[config.mk]
export PLATFORM = sky130hd
export DESIGN_NAME = irt_ram
export DESIGN_NICKNAME = d
export VERILOG_FILES = /design/src/irt_ram.sv
export SDC_FILE = /design/constraint.sdc
export NUM_CORES = 1
export LEC_CHECK = 0
export ABC_AREA = 1
export BUFFER_PORTS_ARGS = -buffer_cell sky130_fd_sc_hd__buf_2
export CAP_MARGIN = 20
export CORE_MARGIN = 2
export CORE_UTILIZATION = 65
export CTS_BUF_LIST = sky130_fd_sc_hd__clkbuf_2 sky130_fd_sc_hd__clkbuf_4 sky130_fd_sc_hd__clkbuf_8
export DETAILED_ROUTE_END_ITERATION = 6
export PLACE_DENSITY = 0.81
export SYNTH_ARGS = -nofsm -noshare
export SYNTH_HDL_FRONTEND = slang
export SYNTH_SLANG_ARGS = --single-unit
[constraint.sdc]
create_clock -name clk -period 3 [get_ports clk]
set_clock_uncertainty 0.1 [all_clocks]
set_input_delay 0.15 -clock clk [delete_from_list [all_inputs] [get_ports clk]]
set_output_delay 0.15 -clock clk [all_outputs]
set_load 0.05 [all_outputs]
[src/irt_ram.sv]
module irt_ram #(
    parameter int WIDTH = 8,
    parameter int DEPTH = 16,
    parameter int AW    = (DEPTH > 1) ? $clog2(DEPTH) : 1
) (
    input  logic             clk,
    input  logic             we,
    input  logic [AW-1:0]    waddr,
    input  logic [WIDTH-1:0] wdata,
    input  logic             re,
    input  logic [AW-1:0]    raddr,
    output logic [WIDTH-1:0] rdata
);

    logic [WIDTH-1:0] mem [DEPTH];
    logic [WIDTH-1:0] rdata_reg;

    always_ff @(posedge clk)
    begin
        if (we)
        begin
            mem[waddr] <= wdata;
        end
        if (re)
        begin
            rdata_reg <= mem[raddr];
        end
    end

    assign rdata = rdata_reg;

endmodule

Word level (Yosys, flattened, before mapping)
Memory sizes are Yosys's and may differ from the RTL's. A register that Yosys moved wholly into a read port is not among the register bits.
Index checks and enable logic that the tools add are counted.
W data, S select, Z words.
{ "word_totals": {"register_bits": 0, "latchBits": 0, "ramBits": 128, "mem_bits_ro": 0, "input_bits": 19, "out_inout_bits": 8, "wordCells": 3, "memories": 1} }
{ "classes": {"add_sub_neg": 0, "n_mul": 0, "n_div": 0, "magnitude_cmp": 0, "n_eq_ne": 0, "shifts": 0, "mux": 2, "bitwise_logic": 0, "n_reduce_logical": 0} }
{ "mem_list": {"columns": ["name", "depth", "word_bits", "read_ports", "rd_clocked_by_memory_dff", "wr", "line", "rtl"], "rows": [
  ["mem", 16, 8, 1, 1, 1, "15", "logic [WIDTH-1:0] mem [DEPTH];"]
]} }
{ "op_table": {"columns": ["operator", "n"], "rows": [
  ["$mux W1", 2]
]} }

Longest topological paths before layout
{ "depth": {"word_depth": 2, "mapped_depth": 8, "depth_no_buf": 7} }

Least setup slack after synthesis
No wires, ideal clock.
{ "synth_path": {"path_type": "in2reg", "startpoint": "input waddr[2]", "endpoint": "memory mem[10][0], enable pin", "setup_ns": 0.370, "t_arrival_ns": 0.731, "required_ns": 2.530, "path_slack_ns": 1.799, "cell_stages": 2, "path_buffers": 0, "path_cell_list": "nand3b_1 -> nor2_1"} }
{ "synth_rtl": {"columns": ["item", "line", "rtl"], "rows": [
  ["start, declared", "8", "input logic [AW-1:0] waddr,"],
  ["end, declared", "15", null]
]} }
No word-level cell before the write port.

==> run summary <==
top-count cell post-synth = nand2_1
syn nets = 570
Power Dens Cells = 647 nW/µm²
die footprint = 9770 µm²
Slew Limit Headroom = 36.7%
Largest register FFs = 128
overall power = 4.17 mW
DRT iter0 DRCs = 537
synthesized flop and latch total = 136
crit path capture type = register
post-route minimum period = 1370 ps
top-area cell type share of the netlist area = 69.8%
Least-Margin Pin Slew = 946 ps
worst min path class = input pin to register
die width = 98.8 µm
syn_area_per_cell = 10.6 µm²
fmax = 728 MHz
Fin. Hold Viols = 0
mapped cell area = 5850 µm²
Slew Viols, Final = 0
Leakage = 2.79 nW
post-synthesis cell type count = 11
Post-synth top flop = edfxtp_1
area of the multi-input gates = 1210 µm²
area leader, netlist = edfxtp_1
Die Height = 98.8 µm
row cnt = 34
CTS Hold Bufs = 1
drt wl/cell = 18.3 µm
grt ovf = 0
worst endpoint required time = 3080 ps
Arrival @ worst endpoint = 1450 ps
Storage cell area = 4080 µm²
status = complete, no violations
placer congestion estimate = 0.812
core footprint = 8720 µm²
CP Launch Type = input pin
placed cell count = 665
setup TNS = 0 ps
later-pin clock latency in the skew report = 430 ps
max-cap viol count = 0
CP Class = input pin to register
CTS tree = yes
I/O pin cnt = 27
Total Routed Length = 12700 µm
Initial Util = 67.0%
r2r setup slk = 1710 ps
via density per instance = 5.60
Post-synth EDFFs = 136
initial antenna violation count = 0
clock sink count = 136
Synth top cells by count = nand2_1 (173), edfxtp_1 (136), inv_1 (100)
sequential fraction of the synthesis area = 69.8%
Fillers = 581
Global Route Usage Sum = 27.8%
Detail Placement HPWL = 7700 µm
drt first pass iters = 5
Post-synth ARST share = 0%
cts bufs inserted = 17
H-tree depth = 4
largest net degree at the start of global routing = 65
final std cells w/o fill = 697
Max Buffers Root-to-Sink = 2
IO buf count = 26
DR vias = 3902
maximum vdd drop = 0.000502 V
Remaining DRCs = 0
post-synthesis cell count = 551
vias in the first global route = 3825
Post-DRT Antenna Nets = 0
RSZ-0062 raised after global routing = no
first-pass GRT wire length = 19800 µm
Ys Warns = 0
# setup viols final = 0
Critical Path Fanout Max = 29
share of post-route cells with drive strength above 1 = 10.2%
Resized cells post-CTS = 0
fin util = 73.9%
clk slew on worst S/H paths = 80 ps
final net count = 596
fraction of the cycle the final worst path needs = 45.8%
antenna fix cells = 0
Syn-to-layout area delta = 10.3%
Root Driver = clkbuf_8
Synth area leaders = edfxtp_1 (70%), nand2_1 (11%), nand3_1 (8.3%), inv_1 (6.4%), buf_6 (1.2%)
postcts setup bufs = 0
[cell families (layout without fill, tap and decap cells)]
| logic type | after synthesis | count (layout) | share of synthesized area [%] |
|---|---|---|---|
| DFF | 136 | 136 | 69.8 |
| buffers and inverters | 126 | 164 | 9.39 |
| and+or+nand+nor | 289 | 289 | 20.8 |
[routing by layer]
metal  global-route usage, %  share of wire, %  up-vias
met2                    42.9                48      194
met1                    37.2                40     1846
li1                        -                 -     1829
met5                       0                 0        -
met3                    7.52               8.5       33
met4                    13.0               2.9        0
[cell usage in the layout (no fill, tap or decap), drive strengths merged]
master	instances
nor2	17
nand2	173
bufinv	6
inv	104
nand3b	2
clkbuf	17
buf	30
edfxtp	136
clkinv	6
nand3	97
dlygate4sd3	1
[path summary, 6_finish.rpt]
kind / from / endpoint / cells past startpoint
hold / removal: wdata[4] / mem[14][4]$_DFFE_PP_ / 1
setup reg to reg: mem[1][0]$_DFFE_PP_ / rdata[0]$_DFFE_PP_ / 6
setup / recovery: raddr[0] / rdata[6]$_DFFE_PP_ / 8
hold reg to reg: mem[15][4]$_DFFE_PP_ / rdata[4]$_DFFE_PP_ / 6
[area by class of cell]
cell class | instances | share of cell area [%]
flip-flops and latches | 136 | 63.3
multi-input cells | 289 | 18.8
inverters | 102 | 5.94
clock buffers | 17 | 3.63
clock inverters | 14 | 3.53
repair buffers | 31 | 2.64
well taps | 108 | 2.10
[worst max-delay path, cell delays in order]
cell and delay (ps):
buf_2 110, inv_2 380, buf_4 350, nand2_1 90, nand3_1 90, nand3_1 80
nand3_1 130, nand2_1 60
[stage by stage]
step	worst slack, ps	cell area, µm²	hold slack (ps)
finish	1630	6450	44.9
global route	1510	6450	37.9
CTS	1650	6450	22.4
detailed placement	1200	5980	416
global placement	1210	5980	419
floorplan	1800	5850	149
[where the power goes]
group / switching (mW) / internal, mW / total, mW / leakage, nW
clock: 0.677 / 1.06 / 1.74 / 0.233
sequential: 0.0138 / 2.14 / 2.15 / 1.24
combinational: 0.211 / 0.0677 / 0.279 / 1.32
Power figures use the tool's default switching activity.
