===== src/irt_pkg.sv =====
package irt_pkg;

    localparam int TABLE_DEPTH = 256;
    localparam int ADDR_W      = (TABLE_DEPTH > 1) ? $clog2(TABLE_DEPTH) : 1;
    localparam int CNT_W       = $clog2(TABLE_DEPTH + 1);
    localparam int ID_W        = 32;
    localparam int ENTRY_W     = 2 * ID_W;

    typedef enum logic [1:0] {
        ACT_CLEAR  = 2'd0,
        ACT_INSERT = 2'd1,
        ACT_LOOKUP = 2'd2
    } action_t;

    // RAM request from the controller: one write port, one read port
    typedef struct packed {
        logic                 we;
        logic [ADDR_W-1:0]    waddr;
        logic [ENTRY_W-1:0]   wdata;
        logic                 re;
        logic [ADDR_W-1:0]    raddr;
    } mem_req_t;

endpackage


===== src/irt_ctrl.sv =====
module irt_ctrl
    import irt_pkg::*;
(
    input  logic                clk,
    input  logic                rst_n,
    input  logic                start,
    input  logic [1:0]          action,
    input  logic [ID_W-1:0]     ghost_id,
    input  logic [ID_W-1:0]     new_id,
    output logic                busy,
    output mem_req_t            mem_req,
    input  logic [ENTRY_W-1:0]  mem_rdata,
    output logic                done,
    output logic                found,
    output logic [ID_W-1:0]     mapped_id,
    output logic                status
);

    typedef enum logic [1:0] {
        S_IDLE = 2'b01,
        S_SCAN = 2'b10
    } state_t;

    state_t              state_reg, state_next;
    logic [CNT_W-1:0]    cnt_reg, cnt_next;
    logic [ADDR_W-1:0]   idx_reg, idx_next;
    logic [ID_W-1:0]     key_reg, key_next;
    logic                done_reg, done_next;
    logic                found_reg, found_next;
    logic [ID_W-1:0]     mapped_reg, mapped_next;
    logic                status_reg, status_next;

    logic [CNT_W-1:0]    cnt_dec;
    logic [ADDR_W-1:0]   idx_dec;
    logic [ID_W-1:0]     rd_old;
    logic [ID_W-1:0]     rd_new;

    assign cnt_dec = cnt_reg - CNT_W'(1);
    assign idx_dec = idx_reg - ADDR_W'(1);
    assign rd_old  = mem_rdata[ENTRY_W-1:ID_W];
    assign rd_new  = mem_rdata[ID_W-1:0];

    always_comb
    begin
        state_next    = state_reg;
        cnt_next      = cnt_reg;
        idx_next      = idx_reg;
        key_next      = key_reg;
        done_next     = 1'b0;
        found_next    = 1'b0;
        mapped_next   = '0;
        status_next   = 1'b0;
        mem_req.we    = 1'b0;
        mem_req.waddr = cnt_reg[ADDR_W-1:0];
        mem_req.wdata = {ghost_id, new_id};
        mem_req.re    = 1'b0;
        mem_req.raddr = cnt_dec[ADDR_W-1:0];

        case (state_reg)
            S_IDLE:
            begin
                if (start)
                begin
                    case (action_t'(action))
                        ACT_CLEAR:
                        begin
                            cnt_next  = '0;
                            done_next = 1'b1;
                        end
                        ACT_INSERT:
                        begin
                            done_next = 1'b1;
                            if (cnt_reg == CNT_W'(TABLE_DEPTH))
                            begin
                                status_next = 1'b1;
                            end
                            else
                            begin
                                mem_req.we = 1'b1;
                                cnt_next   = cnt_reg + CNT_W'(1);
                            end
                        end
                        ACT_LOOKUP:
                        begin
                            if (cnt_reg == '0)
                            begin
                                done_next = 1'b1;
                            end
                            else
                            begin
                                // newest entry first
                                mem_req.re = 1'b1;
                                idx_next   = cnt_dec[ADDR_W-1:0];
                                key_next   = ghost_id;
                                state_next = S_SCAN;
                            end
                        end
                        default:
                        begin
                            done_next = 1'b1;
                        end
                    endcase
                end
            end
            S_SCAN:
            begin
                // rdata holds entry idx_reg; fetch the next older one in parallel
                if (rd_old == key_reg)
                begin
                    done_next   = 1'b1;
                    found_next  = 1'b1;
                    mapped_next = rd_new;
                    state_next  = S_IDLE;
                end
                else if (idx_reg == '0)
                begin
                    done_next  = 1'b1;
                    state_next = S_IDLE;
                end
                else
                begin
                    mem_req.re    = 1'b1;
                    mem_req.raddr = idx_dec;
                    idx_next      = idx_dec;
                end
            end
            default:
            begin
                state_next = S_IDLE;
            end
        endcase
    end

    always_ff @(posedge clk or negedge rst_n)
    begin
        if (!rst_n)
        begin
            state_reg  <= S_IDLE;
            cnt_reg    <= '0;
            done_reg   <= 1'b0;
            found_reg  <= 1'b0;
            status_reg <= 1'b0;
        end
        else
        begin
            state_reg  <= state_next;
            cnt_reg    <= cnt_next;
            done_reg   <= done_next;
            found_reg  <= found_next;
            status_reg <= status_next;
        end
    end

    always_ff @(posedge clk)
    begin
        idx_reg    <= idx_next;
        key_reg    <= key_next;
        mapped_reg <= mapped_next;
    end

    assign busy      = (state_reg == S_SCAN);
    assign done      = done_reg;
    assign found     = found_reg;
    assign mapped_id = mapped_reg;
    assign status    = status_reg;

    a_scan_nonempty: assert property (@(posedge clk) disable iff (!rst_n)
        (state_reg == S_SCAN) |-> (cnt_reg != '0))
        else $error("scan with empty table");

    a_scan_in_range: assert property (@(posedge clk) disable iff (!rst_n)
        (state_reg == S_SCAN) |-> (CNT_W'(idx_reg) < cnt_reg))
        else $error("scan index beyond entry count");

    a_found_strobe: assert property (@(posedge clk) disable iff (!rst_n)
        (found_reg || status_reg) |-> done_reg)
        else $error("result flag without strobe");

    a_flags_exclusive: assert property (@(posedge clk) disable iff (!rst_n)
        status_reg |-> !found_reg)
        else $error("full flag and hit together");

    a_no_write_in_scan: assert property (@(posedge clk) disable iff (!rst_n)
        (state_reg == S_SCAN) |-> !mem_req.we)
        else $error("table write during scan");

endmodule


===== config.mk =====
export PLATFORM = sky130hd
export DESIGN_NAME = irt_ctrl
export DESIGN_NICKNAME = d
export VERILOG_FILES = /design/src/irt_pkg.sv /design/src/irt_ctrl.sv
export SDC_FILE = /design/constraint.sdc
export NUM_CORES = 1
export LEC_CHECK = 0
export BUFFER_PORTS_ARGS = -buffer_cell sky130_fd_sc_hd__buf_4
export CAP_MARGIN = 0
export CORE_ASPECT_RATIO = 0.7
export CORE_MARGIN = 2
export CORE_UTILIZATION = 47
export CTS_CLUSTER_SIZE = 28
export DETAILED_ROUTE_END_ITERATION = 6
export PLACE_DENSITY = 0.86
export SLEW_MARGIN = 20
export SYNTH_ARGS = -nofsm -noshare
export SYNTH_HDL_FRONTEND = slang
export SYNTH_SLANG_ARGS = --single-unit

===== constraint.sdc =====
create_clock -name clk -period 9.8 [get_ports clk]
set_input_delay 2.94 -clock clk [delete_from_list [all_inputs] [get_ports clk]]
set_output_delay 2.94 -clock clk [all_outputs]
set_load 0.01 [all_outputs]

[Word-level counts from Yosys, hierarchy flattened]
Index checks and enable logic that the tools add are counted.
Operators by class
  $add $sub $neg: 3
  equality and inequality tests: 13
  muxes and demuxes: 37
  bitwise logic cells: 1
  reductions and logical operators: 10
Operators by type and width (count)
  2-to-1 mux 8 bit: 6
  == test 32 bit: 1
  2-to-1 mux 9 bit: 3
  2-to-1 mux 1 bit: 18
  one-hot mux 9 bit (2 select lines): 1
  one-hot mux 8 bit (2 select lines): 1
  subtractor 8 x 1 -> 8 bit (second input constant): 2
  AND reduction 4 bit: 3
  2-to-1 mux 2 bit: 5
  != test 2 bit (second input constant): 5
  adder 9 x 1 -> 9 bit (second input constant): 1
  == test 9 bit (second input constant): 1
  zero test 9 bit: 1
  zero test 8 bit: 1
  AND reduction 6 bit: 1
  == test 2 x 1 -> 1 bit (second input constant): 2
  == test 2 bit (second input constant): 2
  one-hot mux 1 bit (2 select lines): 2
  one-hot mux 2 bit (2 select lines): 1
  nonzero test 2 bit: 2
  != test 3 x 1 -> 1 bit (second input constant): 1
  zero test 2 bit: 1
  != test 2 x 1 -> 1 bit (second input constant): 1
  AND reduction 2 bit: 1
  NOT 1 bit: 1
Storage, ports and cells
  flip-flop bits (word level): 86
  input bits: 133
  output and inout bits: 118
  word-level logic and storage cells: 72

[Longest topological paths before layout]
  depth in word-level cells: 5
  mapped depth: 7
  gate-level depth less buffers: 7

[Least setup slack after synthesis]
OpenSTA, ideal clock, no wires.
  path kind: in2out
  from: in action[0]
  to: out mem_req[8] (netlist bit)
  arrival time: 4.750 ns
  data required time: 6.860 ns
  path slack: 2.110 ns
  stages on the path: 4
  buffers on the path: 1
  cell sequence: clkbuf_1 -> a311oi_1 -> and3_1 -> o21ba_2
RTL lines
  from (decl): RTL line irt_ctrl.sv:7  | input logic [1:0] action,
  to (decl): RTL line irt_ctrl.sv:11  | output mem_req_t mem_req,

==> impl_results.md <==
* Worst Tran Pin Value at 0.886 ns
* Number of flops mapped to enable cells by yosys at 40
* Top cell type's share of synthesized area at 28.4%
* Top cells by count, synth: buf_4, edfxtp_1, xor2_1
* Endpoints failing hold at 0
* Fin Hold WS at 0.584 ns
* Final wirelength at 9880 um
* Fin worst setup slack at 2.19 ns
* Crit path DAT at 4.67 ns
* Largest area contributor in the netlist: edfxtp_1
* Floorplan die width at 117 um
* Initial drt markers at 108
* Final Skew at 0.0103 ns
* Tmin final at 7.61 ns
* Antenna Cells at 0
* Via density at 4.93
* Clock sinks at 86
* Htree depth at 3
* Setup crit end kind: output port
* VDD IR max at 0.109 mV
* TritonCTS clock tree: done
* Status: completed
* Rows at 28
* RSZ-0062 raised after global routing: false
* Post-synthesis sequential area ratio at 51.9%
* Crit path launch type: primary input
* Post-DP HPWL at 7760 um
* Cell count after synthesis at 370
* Post-CTS Setup Bufs at 0
* Netlist cell types at 46
* Buffers on Ports at 186
* Initial core utilization at 49.2%
* Ranking of synthesized cells by area: edfxtp_1, dfxtp_1, buf_4
* Yosys warns at 0
* Drt wl/cell at 16.1 um
* Number of CTS-inserted buffers at 9
* Chip height at 83.3 um
* Post-synth top flop: edfxtp_1
* Psw at 380 uW
* Hold Crit Class: reg2reg
* Critical path class: in2out
* Sequential fraction of design power at 40.0%
* Int Pwr at 827 uW
* Worst EP required at 6.86 ns
* Ys async rst share at 16.3%
* Setup TNS at 0 ns
* Final Cycle Share at 77.7%
* Fin. max-slew vios at 0
* DIE AREA at 9780 sq um
* Switching Share at 31.5%
* Worst hold stages at 2
* ANT nets after route at 0
* Post-placement setup slack at 2.20 ns
* Clk slew on worst S/H paths at 0.06 ns
* Netlist Area Pre-Place at 4230 sq um
* Worst R2R Path Depth at 6
* Vias in the first global route at 3205
* Largest net degree at the start of global routing at 34
* Combinational share of power at 31.2%
* Clock Power Share at 28.8%
* Pwr Density at 219 nW/um^2
* Antenna violations before repair at 0
* Routability Congestion at 0.928
* Remaining global-route overflow at 0
* Global-route wire length before repair at 15900 um
* Post-CTS Hold Buffers at 0
* Synthesized flop and latch total at 86
* Nets at 628
* Worst-skew pair later-pin latency at 0.33 ns
* 1st-pass router iterations at 4
* Syn nets at 510
* Max-cap violation count at 0
* # resized after CTS at 0
* Post-route DRC at 0
* Layout Area Growth over Synthesis at 30.6%
* IO Pins at 251
* Core area at 8580 sq um
* Total leakage power at 2.47 nW
* Clock Tree Buf Depth at 2
* Layout cells sized above 1 at 43.4%
* Mean Syn Cell Area at 11.4 sq um
* Top-count cell post-synth: buf_4
* Vias at 3025
* Crit path max fanout at 10
* Endpoints failing setup at 0
* CTS root buf: clkbuf_16
* Tot GR Track Use at 20.6%
* Slew Limit Headroom at 41.0%
* Fmax at 0.131 GHz
## metal layers
metal	global-route usage (%)	up-vias	part of all wire [%]
li1	-	1432	-
met1	21.9	1417	37
met2	35.6	144	49
met3	10.3	32	11
met4	7.45	0	1.9
met5	0	-	0
## final cells by class
| cell class | instances | area, sq um |
|---|---|---|
| multi-input combinational | 193 | 1410 |
| clock inverter | 5 | 43.8 |
| sequential | 86 | 2190 |
| timing repair buffer | 188 | 1410 |
| clock buffer | 11 | 275 |
| tap | 120 | 150 |
| inverter | 10 | 37.5 |
| fill | 652 | 3060 |
## logic make-up (layout without fill, tap and decap cells)
kind of cell             count (synthesis)  after routing  share of synthesized area [%]
AO/OA/AOI/OAI                           30             30                           5.12
XOR/XNOR                                44             44                           9.12
adder cells (fa/ha/maj)                  7              7                           2.07
buffers and inverters                   91            214                           14.7
flip-flops                              86             86                           51.9
multiplexers                            15             15                           3.58
AND/OR/NAND/NOR                         97             97                           13.5
## worst max-delay path, cell delays in order
cell	delay, ns
buf_4	0.11
xor2_1	0.13
nor4_1	0.55
and4_2	0.35
a21oi_2	0.19
o21ba_2	0.26
buf_4	0.14
## per-stage QoR
step / instances / utilization (%) / area (sq um) / total power [mW]
floorplan: 370 / - / 4230 / 0.724
global placement: 596 / 60.5 / 5200 / 0.845
detailed placement: 597 / 60.6 / 5200 / 0.865
CTS: 613 / 64.3 / 5520 / 1.21
global route: 613 / 64.3 / 5520 / 1.27
finish: 613 / 64.3 / 5520 / 1.21
## final timing paths
path	start	endpoint	slack, ns
min in group asynchronous	rst_n	status$_DFF_PN0_	2.45
max in group asynchronous	rst_n	state_reg[0]$_DFFE_PN1P_	7.11
hold reg to reg	state_reg[0]$_DFFE_PN1P_	state_reg[0]$_DFFE_PN1P_	0.58
setup / recovery	mem_rdata[44]	mem_req[8]	2.19
hold / removal	state_reg[0]$_DFFE_PN1P_	state_reg[0]$_DFFE_PN1P_	0.58
setup reg to reg	cnt_reg[2]$_DFFE_PN0P_	idx_reg[0]$_DFFE_PP_	6.97
## cells in the final DEF, fill, tap and decap left out, types with 11 or more instances in the layout
master,count
xor2_1,36
nand2_1,13
dfrtp_1,13
edfxtp_1,40
dfxtp_1,32
buf_4,187
clkbuf_16,11
and2_1,32
mux2i_1,14
## power by group through the flow
| stage | registers, mW | clock network, mW | logic, mW |
|---|---|---|---|
| 2_1_floorplan | 0.474 | 0 | 0.251 |
| 3_3_place_gp | 0.485 | 0 | 0.361 |
| 6_report | 0.483 | 0.347 | 0.376 |
| 4_1_cts | 0.481 | 0.355 | 0.378 |
| 5_1_grt | 0.488 | 0.371 | 0.413 |
| 3_5_place_dp | 0.488 | 0 | 0.377 |
Power figures use the tool's default switching activity.
